**src/hw/rtl/pbd_pkg.sv**
```systemverilog
`timescale 1ns / 1ps

package pbd_pkg;

  // Sample path widths
  localparam int SAMPLE_W = 16;
  localparam int ACC_W    = 32;
  localparam int TIME_W   = 32;
  localparam int BPM_W    = 8;

  // FIR delay line
  localparam int LINE_DEPTH = 32;
  localparam int LINE_AW    = $clog2(LINE_DEPTH);
  localparam int NTAP       = 12;              // distinct coefficients (23-tap symmetric)
  localparam int TAP_IW     = $clog2(NTAP);
  localparam int TAP_W      = 13;
  localparam int PAIR_W     = SAMPLE_W + 1;
  localparam int PROD_W     = PAIR_W + TAP_W + 1;
  localparam int FIR_W      = 32;

  // Shared divider
  localparam int DIV_W   = 16;
  localparam int DIV_CW  = $clog2(DIV_W);
  localparam logic [DIV_W-1:0] MS_PER_MINUTE = 16'd60000;

  // Configuration port
  localparam int CFG_AW = 4;
  localparam int CFG_DW = 32;
  localparam int REG_W  = 16;

  localparam logic [1:0] REG_AMP_FLOOR   = 2'd0;
  localparam logic [1:0] REG_AMP_CEILING = 2'd1;
  localparam logic [1:0] REG_INT_MIN     = 2'd2;
  localparam logic [1:0] REG_INT_MAX     = 2'd3;

  localparam logic [REG_W-1:0] RST_AMP_FLOOR   = 16'd10;
  localparam logic [REG_W-1:0] RST_AMP_CEILING = 16'd7000;
  localparam logic [REG_W-1:0] RST_INT_MIN     = 16'd300;
  localparam logic [REG_W-1:0] RST_INT_MAX     = 16'd3000;

  typedef struct packed {
    logic [REG_W-1:0] amp_floor;
    logic [REG_W-1:0] amp_ceiling;
    logic [REG_W-1:0] int_min;
    logic [REG_W-1:0] int_max;
  } pbd_cfg_t;

  typedef struct packed {
    logic                start;
    logic [DIV_W-1:0]    dividend;
    logic [DIV_W-1:0]    divisor;
  } pbd_div_req_t;

  typedef struct packed {
    logic                done;
    logic [DIV_W-1:0]    quotient;
  } pbd_div_rsp_t;

  typedef struct packed {
    logic                we;
    logic [LINE_AW-1:0]  addr;
    logic [SAMPLE_W-1:0] data;
  } pbd_line_wr_t;

  typedef enum logic [3:0] {
    ST_IDLE,
    ST_DC,
    ST_WR,
    ST_TAP,
    ST_POST,
    ST_GATE,
    ST_BPM_GO,
    ST_BPM_WAIT,
    ST_HIST,
    ST_AVG_GO,
    ST_AVG_WAIT,
    ST_DONE
  } pbd_state_t;

  // Half of the symmetric low-pass kernel, outermost tap first, centre last
  function automatic logic [TAP_W-1:0] fir_tap(input logic [TAP_IW-1:0] idx);
    logic [TAP_W-1:0] c;
    unique case (idx)
      4'd0:    c = 13'd172;
      4'd1:    c = 13'd321;
      4'd2:    c = 13'd579;
      4'd3:    c = 13'd927;
      4'd4:    c = 13'd1360;
      4'd5:    c = 13'd1858;
      4'd6:    c = 13'd2390;
      4'd7:    c = 13'd2916;
      4'd8:    c = 13'd3391;
      4'd9:    c = 13'd3768;
      4'd10:   c = 13'd4017;
      4'd11:   c = 13'd4096;
      default: c = '0;
    endcase
    return c;
  endfunction

endpackage

```
**src/hw/rtl/pbd_if.sv**
```systemverilog
`timescale 1ns / 1ps

interface pbd_in_if;
  logic        valid;
  logic        ready;
  logic [17:0] ir_sample;
  logic [31:0] now_ms;

  modport source (output valid, output ir_sample, output now_ms, input ready);
  modport sink   (input valid, input ir_sample, input now_ms, output ready);
endinterface

interface pbd_out_if;
  logic               valid;
  logic               ready;
  logic               beat;
  logic               rate_accepted;
  logic [7:0]         beat_average;
  logic signed [15:0] filtered_value;

  modport source (output valid, output beat, output rate_accepted, output beat_average,
                  output filtered_value, input ready);
  modport sink   (input valid, input beat, input rate_accepted, input beat_average,
                  input filtered_value, output ready);
endinterface

```
**src/hw/rtl/pbd_regs.sv**
```systemverilog
`timescale 1ns / 1ps

module pbd_regs import pbd_pkg::*; (
  input  logic              clk,
  input  logic              rst_n,
  input  logic              psel,
  input  logic              penable,
  input  logic              pwrite,
  input  logic [CFG_AW-1:0] paddr,
  input  logic [CFG_DW-1:0] pwdata,
  output logic [CFG_DW-1:0] prdata,
  output logic              pready,
  output pbd_cfg_t          cfg
);

  logic [REG_W-1:0] floor_r, ceil_r, imin_r, imax_r;
  logic             wr_en;
  logic [1:0]       reg_idx;
  logic [REG_W-1:0] rd_val;

  assign wr_en   = psel && penable && pwrite;
  assign reg_idx = paddr[CFG_AW-1:2];
  assign pready  = 1'b1;

  always_ff @(posedge clk) begin
    if (!rst_n) begin
      floor_r <= RST_AMP_FLOOR;
      ceil_r  <= RST_AMP_CEILING;
      imin_r  <= RST_INT_MIN;
      imax_r  <= RST_INT_MAX;
    end else if (wr_en) begin
      unique case (reg_idx)
        REG_AMP_FLOOR:   floor_r <= pwdata[REG_W-1:0];
        REG_AMP_CEILING: ceil_r  <= pwdata[REG_W-1:0];
        REG_INT_MIN:     imin_r  <= pwdata[REG_W-1:0];
        REG_INT_MAX:     imax_r  <= pwdata[REG_W-1:0];
        default:         ;
      endcase
    end
  end

  always_comb begin
    unique case (reg_idx)
      REG_AMP_FLOOR:   rd_val = floor_r;
      REG_AMP_CEILING: rd_val = ceil_r;
      REG_INT_MIN:     rd_val = imin_r;
      REG_INT_MAX:     rd_val = imax_r;
      default:         rd_val = '0;
    endcase
  end

  assign prdata = {{(CFG_DW-REG_W){1'b0}}, rd_val};

  assign cfg.amp_floor   = floor_r;
  assign cfg.amp_ceiling = ceil_r;
  assign cfg.int_min     = imin_r;
  assign cfg.int_max     = imax_r;

endmodule

```
**src/hw/rtl/pbd_line.sv**
```systemverilog
`timescale 1ns / 1ps

module pbd_line import pbd_pkg::*; (
  input  logic                clk,
  input  logic                rst_n,
  input  pbd_line_wr_t        wr,
  input  logic [LINE_AW-1:0]  rd_addr_a,
  input  logic [LINE_AW-1:0]  rd_addr_b,
  output logic [SAMPLE_W-1:0] rd_data_a,
  output logic [SAMPLE_W-1:0] rd_data_b
);

  logic [SAMPLE_W-1:0] mem [LINE_DEPTH];
  logic [LINE_DEPTH-1:0] vld_r;
  logic [SAMPLE_W-1:0] mem_a_r, mem_b_r;
  logic                vld_a_r, vld_b_r;

  always_ff @(posedge clk) begin
    if (wr.we) begin
      mem[wr.addr] <= wr.data;
    end
    mem_a_r <= mem[rd_addr_a];
    mem_b_r <= mem[rd_addr_b];
  end

  // Entries never written since reset read as zero
  always_ff @(posedge clk) begin
    if (!rst_n) begin
      vld_r   <= '0;
      vld_a_r <= 1'b0;
      vld_b_r <= 1'b0;
    end else begin
      if (wr.we) begin
        vld_r[wr.addr] <= 1'b1;
      end
      vld_a_r <= vld_r[rd_addr_a];
      vld_b_r <= vld_r[rd_addr_b];
    end
  end

  assign rd_data_a = vld_a_r ? mem_a_r : '0;
  assign rd_data_b = vld_b_r ? mem_b_r : '0;

endmodule

```
**src/hw/rtl/pbd_div.sv**
```systemverilog
`timescale 1ns / 1ps

module pbd_div import pbd_pkg::*; (
  input  logic         clk,
  input  logic         rst_n,
  input  pbd_div_req_t req,
  output pbd_div_rsp_t rsp
);

  logic [DIV_W-1:0]  rem_r, quo_r, dvs_r;
  logic [DIV_CW-1:0] cnt_r;
  logic              busy_r, done_r;
  logic [DIV_W:0]    rem_sh, trial;
  logic              ge;

  // Restoring division, one quotient bit per cycle
  assign rem_sh = {rem_r, quo_r[DIV_W-1]};
  assign trial  = rem_sh - {1'b0, dvs_r};
  assign ge     = !trial[DIV_W];

  always_ff @(posedge clk) begin
    if (req.start) begin
      rem_r <= '0;
      quo_r <= req.dividend;
      dvs_r <= req.divisor;
    end else if (busy_r) begin
      rem_r <= ge ? trial[DIV_W-1:0] : rem_sh[DIV_W-1:0];
      quo_r <= {quo_r[DIV_W-2:0], ge};
    end
  end

  always_ff @(posedge clk) begin
    if (!rst_n) begin
      busy_r <= 1'b0;
      done_r <= 1'b0;
      cnt_r  <= '0;
    end else begin
      done_r <= 1'b0;
      if (req.start) begin
        busy_r <= 1'b1;
        cnt_r  <= '0;
      end else if (busy_r) begin
        cnt_r <= cnt_r + 1'b1;
        if (cnt_r == DIV_CW'(DIV_W-1)) begin
          busy_r <= 1'b0;
          done_r <= 1'b1;
        end
      end
    end
  end

  assign rsp.done     = done_r;
  assign rsp.quotient = quo_r;

endmodule

```
**src/hw/rtl/pulse_beat_detector_unit.sv**
```systemverilog
`timescale 1ns / 1ps

// Optical pulse beat detector.
// in_chan carries one infrared sample (low 16 bits used) and a millisecond
// timestamp per beat; out_chan returns one result per sample: beat flag,
// rate-accepted flag, held average bpm and the low-pass filtered value.
// The APB-style port holds the amplitude and interval gates (registers at
// byte addresses 0, 4, 8, 12); pready is tied high, writes land on the
// access cycle.
// Each sample is worked by a small sequencer around shared units: DC tracker
// update, delay line write, 12 tap reads through the two-port delay line into
// one multiplier, extrema and gating, then, when both gates pass, the shared
// divider for 60000/interval and again for the history average.
// The next sample is taken in the cycle after the result has moved into the
// output register, so no new sample is taken while one is being worked.
// Reset (synchronous, rst_n low) clears the DC tracker, delay line (valid
// bits), extrema, beat time, rate history and average, and restores the
// register defaults. If the receiver stalls, the result waits in the output
// register; one further sample may be taken and then waits until it drains.

module pulse_beat_detector_unit import pbd_pkg::*; #(
  parameter int RATE_DEPTH = 4
) (
  input  logic              clk,
  input  logic              rst_n,
  pbd_in_if.sink            in_chan,
  pbd_out_if.source         out_chan,
  input  logic              psel,
  input  logic              penable,
  input  logic              pwrite,
  input  logic [CFG_AW-1:0] paddr,
  input  logic [CFG_DW-1:0] pwdata,
  output logic [CFG_DW-1:0] prdata,
  output logic              pready
);

  localparam int PTR_W = (RATE_DEPTH > 1) ? $clog2(RATE_DEPTH) : 1;
  localparam int SUM_W = BPM_W + PTR_W;
  localparam logic [TAP_IW:0] TAP_LAST = (TAP_IW+1)'(NTAP + 2);

  pbd_cfg_t     cfg;
  pbd_div_req_t div_req;
  pbd_div_rsp_t div_rsp;
  pbd_line_wr_t line_wr;

  pbd_state_t state_r, state_nxt;

  // ---- control decode -------------------------------------------------
  logic in_acc, out_load, rd_issue, div_start, div_for_bpm, line_we;

  // ---- sample path registers -------------------------------------------
  logic [SAMPLE_W-1:0]  x_r;
  logic [TIME_W-1:0]    now_r;
  logic [ACC_W-1:0]     dc_r, dc_nxt;
  logic signed [ACC_W+1:0] dc_diff, dc_step;
  logic [SAMPLE_W-1:0]  din;
  logic [LINE_AW-1:0]   wp_r;
  logic [TAP_IW:0]      cnt_r, cnt_nxt;
  logic [LINE_AW-1:0]   rd_addr_a, rd_addr_b;
  logic [SAMPLE_W-1:0]  rd_data_a, rd_data_b;

  // tap pipeline: read -> pair -> product -> accumulate
  logic                     rv1_r, rv2_r, rv3_r;
  logic [TAP_IW-1:0]        idx1_r, idx2_r;
  logic signed [PAIR_W-1:0] pair_nxt, pair_r;
  logic signed [TAP_W:0]    tap_s;
  logic signed [PROD_W-1:0] prod_nxt, prod_r;
  logic signed [FIR_W-1:0]  fir_r;

  // ---- beat logic -------------------------------------------------------
  logic signed [SAMPLE_W-1:0] cur, cur_r, fprev_r, smax_r, smin_r;
  logic                       cross_r;
  logic signed [SAMPLE_W:0]   amp;
  logic [TIME_W-1:0]          last_r, delta;
  logic [DIV_W-1:0]           delta_r;
  logic                       amp_ok, int_ok;
  logic                       beat_f_r, rate_f_r;

  // ---- rate history -----------------------------------------------------
  logic [BPM_W-1:0] hist_r [RATE_DEPTH];
  logic [PTR_W-1:0] ptr_r;
  logic [SUM_W-1:0] sum_r;
  logic [BPM_W-1:0] avg_r, bpm;

  // ---- output register --------------------------------------------------
  logic                       out_valid_r, out_beat_r, out_rate_r;
  logic [BPM_W-1:0]           out_avg_r;
  logic signed [SAMPLE_W-1:0] out_filt_r;

  pbd_regs u_regs (
    .clk     (clk),
    .rst_n   (rst_n),
    .psel    (psel),
    .penable (penable),
    .pwrite  (pwrite),
    .paddr   (paddr),
    .pwdata  (pwdata),
    .prdata  (prdata),
    .pready  (pready),
    .cfg     (cfg)
  );

  pbd_line u_line (
    .clk       (clk),
    .rst_n     (rst_n),
    .wr        (line_wr),
    .rd_addr_a (rd_addr_a),
    .rd_addr_b (rd_addr_b),
    .rd_data_a (rd_data_a),
    .rd_data_b (rd_data_b)
  );

  pbd_div u_div (
    .clk   (clk),
    .rst_n (rst_n),
    .req   (div_req),
    .rsp   (div_rsp)
  );

  // ---- sequencer: next state --------------------------------------------
  always_comb begin
    state_nxt = state_r;
    unique case (state_r)
      ST_IDLE:     if (in_chan.valid) state_nxt = ST_DC;
      ST_DC:       state_nxt = ST_WR;
      ST_WR:       state_nxt = ST_TAP;
      ST_TAP:      if (cnt_r == TAP_LAST) state_nxt = ST_POST;
      ST_POST:     state_nxt = ST_GATE;
      ST_GATE:     state_nxt = (amp_ok && int_ok) ? ST_BPM_GO : ST_DONE;
      ST_BPM_GO:   state_nxt = ST_BPM_WAIT;
      ST_BPM_WAIT: if (div_rsp.done) state_nxt = ST_HIST;
      ST_HIST:     state_nxt = ST_AVG_GO;
      ST_AVG_GO:   state_nxt = ST_AVG_WAIT;
      ST_AVG_WAIT: if (div_rsp.done) state_nxt = ST_DONE;
      ST_DONE:     if (!out_valid_r || out_chan.ready) state_nxt = ST_IDLE;
      default:     state_nxt = ST_IDLE;
    endcase
  end

  // ---- sequencer: outputs -----------------------------------------------
  always_comb begin
    in_chan.ready = 1'b0;
    rd_issue      = 1'b0;
    div_start     = 1'b0;
    div_for_bpm   = 1'b0;
    out_load      = 1'b0;
    line_we       = 1'b0;
    unique case (state_r)
      ST_IDLE:   in_chan.ready = 1'b1;
      ST_WR:     line_we = 1'b1;
      ST_TAP:    rd_issue = (cnt_r < (TAP_IW+1)'(NTAP));
      ST_BPM_GO: begin
        div_start   = 1'b1;
        div_for_bpm = 1'b1;
      end
      ST_AVG_GO: div_start = 1'b1;
      ST_DONE:   out_load = !out_valid_r || out_chan.ready;
      default:   ;
    endcase
  end

  assign in_acc = in_chan.valid && in_chan.ready;

  always_ff @(posedge clk) begin
    if (!rst_n) begin
      state_r <= ST_IDLE;
      cnt_r   <= '0;
    end else begin
      state_r <= state_nxt;
      cnt_r   <= cnt_nxt;
    end
  end

  assign cnt_nxt = (state_r == ST_TAP) ? cnt_r + 1'b1 : '0;

  // ---- DC tracker: acc += floor((x<<15 - acc) / 16) ---------------------
  assign dc_diff = $signed({3'b000, x_r, 15'd0}) - $signed({2'b00, dc_r});
  assign dc_step = dc_diff >>> 4;
  assign dc_nxt  = dc_r + dc_step[ACC_W-1:0];

  // baseline is bits 30..15 of the tracker
  assign din = x_r - dc_r[30:15];

  assign line_wr.we   = line_we;
  assign line_wr.addr = wp_r;
  assign line_wr.data = din;

  always_ff @(posedge clk) begin
    if (in_acc) begin
      x_r   <= in_chan.ir_sample[SAMPLE_W-1:0];
      now_r <= in_chan.now_ms;
    end
  end

  always_ff @(posedge clk) begin
    if (!rst_n) begin
      dc_r <= '0;
      wp_r <= '0;
    end else begin
      if (state_r == ST_DC) begin
        dc_r <= dc_nxt;
      end
      if (state_r == ST_TAP && cnt_r == TAP_LAST) begin
        wp_r <= wp_r + 1'b1;
      end
    end
  end

  // ---- FIR taps ---------------------------------------------------------
  // Step i pairs the sample i back with the one 22-i back; the centre tap
  // (last step) has no partner.
  assign rd_addr_a = wp_r - LINE_AW'(cnt_r);
  assign rd_addr_b = wp_r - LINE_AW'(2 * (NTAP - 1)) + LINE_AW'(cnt_r);

  assign pair_nxt = $signed({rd_data_a[SAMPLE_W-1], rd_data_a})
                  + ((idx1_r == TAP_IW'(NTAP - 1)) ? $signed({PAIR_W{1'b0}})
                                                    : $signed({rd_data_b[SAMPLE_W-1],
                                                               rd_data_b}));
  assign tap_s    = $signed({1'b0, fir_tap(idx2_r)});
  assign prod_nxt = PROD_W'(pair_r) * PROD_W'(tap_s);

  always_ff @(posedge clk) begin
    idx1_r <= cnt_r[TAP_IW-1:0];
    idx2_r <= idx1_r;
    pair_r <= pair_nxt;
    prod_r <= prod_nxt;
    if (state_r == ST_WR) begin
      fir_r <= '0;
    end else if (rv3_r) begin
      fir_r <= fir_r + FIR_W'(prod_r);
    end
  end

  always_ff @(posedge clk) begin
    if (!rst_n) begin
      rv1_r <= 1'b0;
      rv2_r <= 1'b0;
      rv3_r <= 1'b0;
    end else begin
      rv1_r <= rd_issue;
      rv2_r <= rv1_r;
      rv3_r <= rv2_r;
    end
  end

  // ---- extrema, zero crossing and gates ---------------------------------
  assign cur    = fir_r[30:15];
  assign amp    = $signed({smax_r[SAMPLE_W-1], smax_r}) - $signed({smin_r[SAMPLE_W-1], smin_r});
  assign delta  = now_r - last_r;
  // extrema bracket the current value, so the swing is never negative
  assign amp_ok = cross_r
               && ($unsigned(amp) > {1'b0, cfg.amp_floor})
               && ($unsigned(amp) < {1'b0, cfg.amp_ceiling});
  assign int_ok = (delta > TIME_W'(cfg.int_min)) && (delta < TIME_W'(cfg.int_max));

  always_ff @(posedge clk) begin
    if (state_r == ST_POST) begin
      cur_r   <= cur;
      cross_r <= fprev_r[SAMPLE_W-1] && !cur[SAMPLE_W-1];
    end
    if (state_r == ST_GATE) begin
      beat_f_r <= amp_ok;
      rate_f_r <= amp_ok && int_ok;
      delta_r  <= delta[DIV_W-1:0];
    end
  end

  always_ff @(posedge clk) begin
    if (!rst_n) begin
      fprev_r <= '0;
      smax_r  <= 16'sh8000;
      smin_r  <= 16'sh7FFF;
      last_r  <= '0;
    end else begin
      if (state_r == ST_POST) begin
        fprev_r <= cur;
        if (cur > smax_r) smax_r <= cur;
        if (cur < smin_r) smin_r <= cur;
      end
      if (state_r == ST_GATE) begin
        // extrema restart after every rising crossing, gated or not
        if (cross_r) begin
          smax_r <= 16'sh8000;
          smin_r <= 16'sh7FFF;
        end
        if (amp_ok) last_r <= now_r;
      end
    end
  end

  // ---- shared divider: 60000 / interval, then history sum / depth -------
  assign div_req.start    = div_start;
  assign div_req.dividend = div_for_bpm ? MS_PER_MINUTE : DIV_W'(sum_r);
  assign div_req.divisor  = div_for_bpm ? delta_r : DIV_W'(RATE_DEPTH);

  // saturate rates above 255 bpm
  assign bpm = (|div_rsp.quotient[DIV_W-1:BPM_W]) ? {BPM_W{1'b1}}
                                                 : div_rsp.quotient[BPM_W-1:0];

  // running sum stands in for re-adding the whole history
  always_ff @(posedge clk) begin
    if (!rst_n) begin
      for (int i = 0; i < RATE_DEPTH; i++) hist_r[i] <= '0;
      ptr_r <= '0;
      sum_r <= '0;
      avg_r <= '0;
    end else begin
      if (state_r == ST_HIST) begin
        hist_r[ptr_r] <= bpm;
        sum_r <= sum_r - SUM_W'(hist_r[ptr_r]) + SUM_W'(bpm);
        ptr_r <= (ptr_r == PTR_W'(RATE_DEPTH - 1)) ? '0 : ptr_r + 1'b1;
      end
      if (state_r == ST_AVG_WAIT && div_rsp.done) begin
        avg_r <= div_rsp.quotient[BPM_W-1:0];
      end
    end
  end

  // ---- output register --------------------------------------------------
  always_ff @(posedge clk) begin
    if (out_load) begin
      out_beat_r <= beat_f_r;
      out_rate_r <= rate_f_r;
      out_avg_r  <= avg_r;
      out_filt_r <= cur_r;
    end
  end

  always_ff @(posedge clk) begin
    if (!rst_n) begin
      out_valid_r <= 1'b0;
    end else if (out_load) begin
      out_valid_r <= 1'b1;
    end else if (out_chan.ready) begin
      out_valid_r <= 1'b0;
    end
  end

  assign out_chan.valid          = out_valid_r;
  assign out_chan.beat           = out_beat_r;
  assign out_chan.rate_accepted  = out_rate_r;
  assign out_chan.beat_average   = out_avg_r;
  assign out_chan.filtered_value = out_filt_r;

endmodule

```
**src/flat_wrapper.sv**
```systemverilog
// flat-port wrapper written by rule: the top's interface ports become plain ports
module pulse_beat_detector_unit_flat import pbd_pkg::*;
#(
  parameter int RATE_DEPTH = 4
)
  (clk, rst_n, psel, penable, pwrite, paddr, pwdata, prdata, pready, in_chan_valid, in_chan_ir_sample, in_chan_now_ms, in_chan_ready, out_chan_valid, out_chan_beat, out_chan_rate_accepted, out_chan_beat_average, out_chan_filtered_value, out_chan_ready);
  pbd_in_if in_chan_i ();
  pbd_out_if out_chan_i ();
  input  logic clk;
  input  logic rst_n;
  input  logic psel;
  input  logic penable;
  input  logic pwrite;
  input  logic [CFG_AW-1:0] paddr;
  input  logic [CFG_DW-1:0] pwdata;
  output logic [CFG_DW-1:0] prdata;
  output logic pready;
  input wire logic [$bits(in_chan_i.valid)-1:0] in_chan_valid;
  input wire logic [$bits(in_chan_i.ir_sample)-1:0] in_chan_ir_sample;
  input wire logic [$bits(in_chan_i.now_ms)-1:0] in_chan_now_ms;
  output wire logic [$bits(in_chan_i.ready)-1:0] in_chan_ready;
  output wire logic [$bits(out_chan_i.valid)-1:0] out_chan_valid;
  output wire logic [$bits(out_chan_i.beat)-1:0] out_chan_beat;
  output wire logic [$bits(out_chan_i.rate_accepted)-1:0] out_chan_rate_accepted;
  output wire logic [$bits(out_chan_i.beat_average)-1:0] out_chan_beat_average;
  output wire logic [$bits(out_chan_i.filtered_value)-1:0] out_chan_filtered_value;
  input wire logic [$bits(out_chan_i.ready)-1:0] out_chan_ready;
  assign in_chan_i.valid = in_chan_valid;
  assign in_chan_i.ir_sample = in_chan_ir_sample;
  assign in_chan_i.now_ms = in_chan_now_ms;
  assign in_chan_ready = in_chan_i.ready;
  assign out_chan_valid = out_chan_i.valid;
  assign out_chan_beat = out_chan_i.beat;
  assign out_chan_rate_accepted = out_chan_i.rate_accepted;
  assign out_chan_beat_average = out_chan_i.beat_average;
  assign out_chan_filtered_value = out_chan_i.filtered_value;
  assign out_chan_i.ready = out_chan_ready;
  pulse_beat_detector_unit #(.RATE_DEPTH(RATE_DEPTH)) u_core (.clk(clk), .rst_n(rst_n), .in_chan(in_chan_i), .out_chan(out_chan_i), .psel(psel), .penable(penable), .pwrite(pwrite), .paddr(paddr), .pwdata(pwdata), .prdata(prdata), .pready(pready));
endmodule
```
**config.mk**
```make
export PLATFORM = sky130hd
export DESIGN_NAME = pulse_beat_detector_unit_flat
export DESIGN_NICKNAME = d
export VERILOG_FILES = /design/src/hw/rtl/pbd_pkg.sv /design/src/hw/rtl/pbd_if.sv /design/src/hw/rtl/pbd_regs.sv /design/src/hw/rtl/pbd_line.sv /design/src/hw/rtl/pbd_div.sv /design/src/hw/rtl/pulse_beat_detector_unit.sv /design/src/flat_wrapper.sv
export SDC_FILE = /design/constraint.sdc
export NUM_CORES = 2
export LEC_CHECK = 0
export BUFFER_PORTS_ARGS = -buffer_cell sky130_fd_sc_hd__buf_2
export CORE_MARGIN = 8
export CORE_UTILIZATION = 50
export CTS_CLUSTER_DIAMETER = 60
export DETAILED_ROUTE_END_ITERATION = 7
export PLACE_DENSITY = 0.63
export SLEW_MARGIN = 10
export SYNTH_ARGS = -nofsm -noshare
export SYNTH_HDL_FRONTEND = slang
export SYNTH_HIERARCHICAL = 1
export SYNTH_SLANG_ARGS = --single-unit
```
**constraint.sdc**
```tcl
create_clock -name clk -period 16.8 [get_ports clk]
set_input_delay 2.52 -clock clk [delete_from_list [all_inputs] [get_ports clk]]
set_output_delay 2.52 -clock clk [all_outputs]
set_load 0.005 [all_outputs]
```
* Word level (Yosys, flattened, before mapping)
Memories as Yosys holds them, arrays and structs flattened. A register that Yosys moved wholly into a read port is not among the register bits.
Cells that the tools add are included.
** Operators by class
- Add/sub/neg operators :: 17
- $mul :: 1
- Divide/modulo/power cells :: 0
- $lt $le $gt $ge :: 11
- Eq/ne operators :: 23
- Shift operators :: 0
- Muxes and demuxes :: 53
- Bitwise operators :: 3
- Reductions and logical operators :: 31
** Operators with widths (count)
- 16-bit 2-to-1 mux :: 14
- 16-bit one-hot mux with 4 select lines :: 1
- 4-bit one-hot mux with 12 select lines :: 1
- 31-bit by 32-bit subtractor with 33-bit output :: 1
- 32-bit by 31-bit adder with 32-bit output :: 1
- 32-bit adder :: 1
- 32-bit by 16-bit greater-than comparator with 1-bit output :: 1
- 32-bit by 16-bit less-than comparator with 1-bit output :: 1
- 32-bit OR :: 1
- 32-bit subtractor :: 1
- 17-bit by 14-bit multiplier with 31-bit output :: 1
- 4-bit equality test, second input constant :: 6
- 4-bit 2-to-1 mux :: 6
- 1-bit 2-to-1 mux :: 21
- 5-bit by 6-bit less-than comparator with 1-bit output, second input constant :: 3
- 16-bit by 17-bit adder with 17-bit output :: 1
- 17-bit by 16-bit greater-than comparator with 1-bit output :: 1
- 17-bit by 16-bit less-than comparator with 1-bit output :: 1
- 17-bit 2-to-1 mux :: 1
- 16-bit by 16-bit subtractor with 17-bit output :: 1
- 17-bit by 16-bit subtractor with 17-bit output :: 1
- 4-bit by 3-bit equality test with 1-bit output, second input constant :: 4
- 16-bit greater-than comparator :: 1
- 16-bit less-than comparator :: 1
- 34 further kinds :: 67
** Word-level totals
- Register bits :: 495
- Latch bits :: 0
- Memory bits (writable) :: 544
- ROM bits :: 208
- Input port bits :: 93
- Logic and storage cells :: 185
- Memories kept :: 3
** Memories
- u_core.u_line.mem :: depth 32, bits a word 16, read ports 2, clocked after Yosys merged registers in 2, write ports 1, line pbd_line.sv:13 : logic [SAMPLE_W-1:0] mem [LINE_DEPTH];
- (no name shown) :: depth 16, bits a word 13, read ports 1, clocked after Yosys merged registers in 1, write ports 0, line pbd_pkg.sv:83 : unique case (idx)
- u_core.hist_r :: depth 4, bits a word 8, read ports 1, clocked after Yosys merged registers in 1, write ports 4, line pulse_beat_detector_unit.sv:80 : logic [BPM_W-1:0] hist_r [RATE_DEPTH];

* Depth between registers and ports, before layout
- Depth in word-level cells :: 7
- Gate-level depth with buffers :: 26
- Gate-level depth less buffers :: 24

* Modules after synthesis
Netlist, hierarchy kept.
** Modules (own cells, without submodules)
- pulse_beat_detector_unit :: times used 1, cells each 3571, area each 32263.4 um^2, sequential area each 8898.5 um^2
- pbd_line :: times used 1, cells each 1205, area each 25906.1 um^2, sequential area each 16696.0 um^2
- pbd_div :: times used 1, cells each 290, area each 3042.9 um^2, sequential area each 1401.3 um^2
- pbd_regs :: times used 1, cells each 288, area each 3032.9 um^2, sequential area each 1281.2 um^2

* Worst setup path after synthesis
No wires, ideal clock.
- Path type :: reg-to-reg
- Start :: register u_core/tap_s[5] (netlist name)
- End :: register u_core.prod_r[30]
- Data arrival time :: 6135 ps
- Path slack :: 10593 ps
- Stages on the path, launching flop included :: 25
- Buffers on the path :: 3
- Period minus slack after synthesis :: 6207 ps
- Cell sequence :: dfxtp_1 clkbuf_1 clkbuf_1 nand2_1 fa_1 fa_1 inv_1 fa_1 fa_1 fa_1 inv_1 fa_1 inv_1 ha_1 clkbuf_1 a21oi_1 o21ai_1 a21oi_1 nor2_1 or4_1 o221a_2 a211o_1 a31o_1 a21oi_1 xnor2_1
** Between the ends
- Longest elaborated chain between the ends :: 1
** Ends and longest elaborated chain
- 17-bit by 14-bit multiplier with 31-bit output :: line pulse_beat_detector_unit.sv:220 : assign prod_nxt = PROD_W'(pair_r) * PROD_W'(tap_s);
- via u_core.prod_nxt[30] :: line pulse_beat_detector_unit.sv:67 : logic signed [PROD_W-1:0] prod_nxt, prod_r;
- end signal: assignment :: line pulse_beat_detector_unit.sv:226 : prod_r <= prod_nxt;
- end: declaration :: line pulse_beat_detector_unit.sv:67
The timed path passes the listed nets, and every way through them passes these cells.
A chain may end at the register's enable or synchronous reset.

* Worst setup path in the final report
- Start :: register u_core/tap_s[5] (netlist name)
- End :: register u_core.prod_r[29]
** Between the ends
- Longest elaborated chain between the ends :: 1
** Ends and longest elaborated chain (line)
- 17-bit by 14-bit multiplier with 31-bit output :: pulse_beat_detector_unit.sv:220
- via u_core.prod_nxt[29] :: pulse_beat_detector_unit.sv:67
The timed path passes the listed nets, and every way through them passes these cells.

==> flow_summary.ini <==
[clock_tree]
cts.sinks = 1070
clk_latency_ns = 0.75
post_cts_buffers = 0
cts_tree = built
ctsHoldBuffers = 0
path_clk_slew_ns = 0.05
cts_inserted_buffers = 117
clockBufferDepth = 3
cts.repair.resized = 0
cts-root-buf = clkbuf_16
cts_max_level = 3

[sta]
tns_ns = 0
slew_headroom_pct = 19.3
fin_skew_ns = 0.0745
fmax_mhz = 150
post-route-period-util_pct = 39.6
drv_slew = 0
setup_viol = 0
hold_slack_ns = 0.407
rsz0062_at_grt = no
fin_crit_ns = 6.66
worst_pin_slew_ns = 1.21
hold_violations = 0

[power]
leakagePower_nw = 28.1
power_frac_seq_pct = 43.1
p_switching_w = 0.00207
pwr-share-comb_pct = 19.9
internal_power_w = 0.00519
finalPower_w = 0.00727
power_switching_share_pct = 28.5
max-vdd-ir-drop_v = 0.0000962
p_clk_share_pct = 37.0
p_per_area_nw_per_um2 = 103

[synthesis]
synth_warnings = 6
synth_seq_cells = 1070
yosys.area.top_type = edfxtp_1
synth_area_um2 = 64200
avgSynthCellArea_um2 = 12.0
synth_top_area_share_pct = 32.0
seq_area_frac_synth_pct = 44.0
ys_types = 93
synth_common_cells = edfxtp_1, inv_1, dfxtp_1
synth.most_common_cell = edfxtp_1
synth-edff-count = 685
synth_ff_type = edfxtp_1
yosys-top-cells-area = edfxtp_1, mux4_2, dfxtp_1, fa_1, ha_1
synthesis.instances = 5354
async_flop_share_pct = 0

[setup_path]
slowest_stage = dfxtp_1
worst_path_most_repeated_cell = fa_1
crit_fanout = 17
cp_cell_sequence = nand2_1 > fa_1 > fa_1 > inv_1 > fa_1 > fa_1 > fa_1 > inv_1 > fa_1 > inv_1 > ha_1 > and3_1 > a31oi_1 > o211ai_1 > o2111ai_1 > a41o_1 > a21boi_1 > o41ai_1 > o21bai_1 > a21oi_1 > xnor2_1
cpPeakStageDelay_ns = 0.78
path_class = reg2reg
worstPathArrival_ns = 7.31
required_ns = 17.45
cp-end-kind = flop
cp-start-kind = flop

[layout]
nFillCells = 10700
area_growth_pct = 10.0
nets = 6085
drive_above_1_share_pct = 15.9

[placed_design]
io_buffers = 116
gp_congestion = 0.865
dp_hpwl_mm = 107

[global_routing]
grt_max_degree = 86
track_usage_pct = 22.0
grt_antenna_before_repair = 13
gr-usage-met2_pct = 36.0
grt_util_met3_pct = 4.13
busiest_layer = met2
grt_pass1_wl_mm = 243
grt_use_met1_pct = 29.9
grt-ovfl-total = 0
grt_pass1_vias = 41800

[drt]
wl_per_cell_um = 21.7
viasPerCell = 5.75
drt-initial-drc-count = 3218
drt_wl_total_mm = 156
first_pass_iters = 7
antenna_left = 0
vias = 41300
drc = 0

[die]
dieArea_um2 = 140000
start_util_pct = 50.4
boundaryPins = 154
die_x_um = 374
die_height_um = 374
num_rows = 131
coreArea_um2 = 128000

[run]
cap_violations = 0

[run_status]
status = finished, final reports clean

[min_path]
hp-class = reg2reg
## metrics by stage
stage | instances | utilization, % | area [um2] | worst slack, ns
6_report | 7176 | 55.4 | 70700 | 10.15
5_1_grt | 7174 | 55.4 | 70700 | 9.74
4_1_cts | 7172 | 55.4 | 70700 | 10.20
3_5_place_dp | 6950 | 52.2 | 66600 | 10.18
3_3_place_gp | 6950 | 52.2 | 66600 | 10.20
2_1_floorplan | 5370 | - | 64300 | 10.59
## critical path: cells and delay by family, from the launching register on
| kind | cells | cell delay (ns) |
|---|---|---|
| and+or+nand+nor | 2 | 0.44 |
| DFF | 1 | 0.78 |
| xor gates and xnor gates | 1 | 0.12 |
| AOI/OAI and AO/OA | 8 | 1.77 |
| buffers and inverters | 3 | 0.15 |
| adders and majority gates | 7 | 3.36 |
## state kept, by name, summed over array words and instances, names as in the netlist, 17 cells and up, named ones only
register,count
u_core/hist_r,32
u_core/fir_r,31
u_core/u_line/mem,512
u_core/pair_r,17
u_core/prod_r,31
u_core/now_r,32
u_core/last_r,32
u_core/dc_r,32
u_core/u_line/vld_r,32
## path summary, 6_finish.rpt
| check | startpoint | endpoint | slack [ns] | cells after the start |
|---|---|---|---|---|
| setup / recovery | u_core/tap_s[5] | u_core/prod_r[29] | 10.15 | 21 |
| hold / removal | u_core/cnt_r[3] | u_core/idx1_r[3] | 0.41 | 0 |
| setup reg to reg | u_core/tap_s[5] | u_core/prod_r[29] | 10.15 | 21 |
| hold reg to reg | u_core/cnt_r[3] | u_core/idx1_r[3] | 0.41 | 0 |
## cell usage in the layout, fill, tap and decap left out, drive strengths merged, types with 14 or more instances in the layout
cell and instances:
a21oi 195, nand2 381, and3 38, dfxtp 385
nand2b 41, mux2 52, clkinv 25, xor2 65
nor3 54, fa 230, nor2b 104, o21a 37
xnor2 127, nand3b 20, clkbuf 157, or3 16
nor2 342, o21bai 22, a31oi 14, nand3 90
o21ai 171, and2 198, ha 355, mux2i 161
o211ai 26, inv 556, a211oi 30, conb 19
o31ai 18, mux4 356, buf 180, edfxtp 685
a21boi 25, a21o 77, nand4 47, bufinv 14
nor4 21
## routing by layer
layer / share of wire [%] / routed length [um] / vias up
met2: 47 / 73500 / 1107
met1: 44 / 68000 / 20500
met5: 0.031 / 48 / -
met4: 2.9 / 4580 / 8
met3: 6.3 / 9820 / 249
li1: - / - / 19400
## layout make-up
type,instances,area (um2),area share (%)
clock inverters,65,855,1.21
flip-flops and latches,1070,28300,40.0
well taps,1662,2080,2.94
diodes,4,10.0,0.0142
inverters,539,2040,2.88
multi-input cells,3499,33100,46.9
clock buffers,157,3230,4.57
repair buffers,180,1070,1.51
## power by group through the flow
| stage | registers (W) | clock network, W | logic [W] |
|---|---|---|---|
| after CTS | 0.00313 | 0.00274 | 0.00145 |
| after detailed placement | 0.00319 | 0 | 0.00144 |
| final | 0.00313 | 0.00269 | 0.00145 |
| after global routing | 0.00314 | 0.00285 | 0.00162 |
| after floorplan | 0.00316 | 0 | 0.00106 |
| after global placement | 0.00319 | 0 | 0.00142 |
## cells by family after synthesis
| family | after synthesis | share of synthesized area, % |
|---|---|---|
| flops | 1070 | 44.0 |
| compound gates | 724 | 7.33 |
| buf+inv | 801 | 5.13 |
| xor+xnor | 192 | 2.62 |
| fa+ha+maj | 585 | 14.1 |
| simple gates | 1410 | 10.9 |
| mux | 569 | 15.9 |
| other cells | 3 | 0.0175 |
No activity file was read; power rests on OpenSTA's default activity.
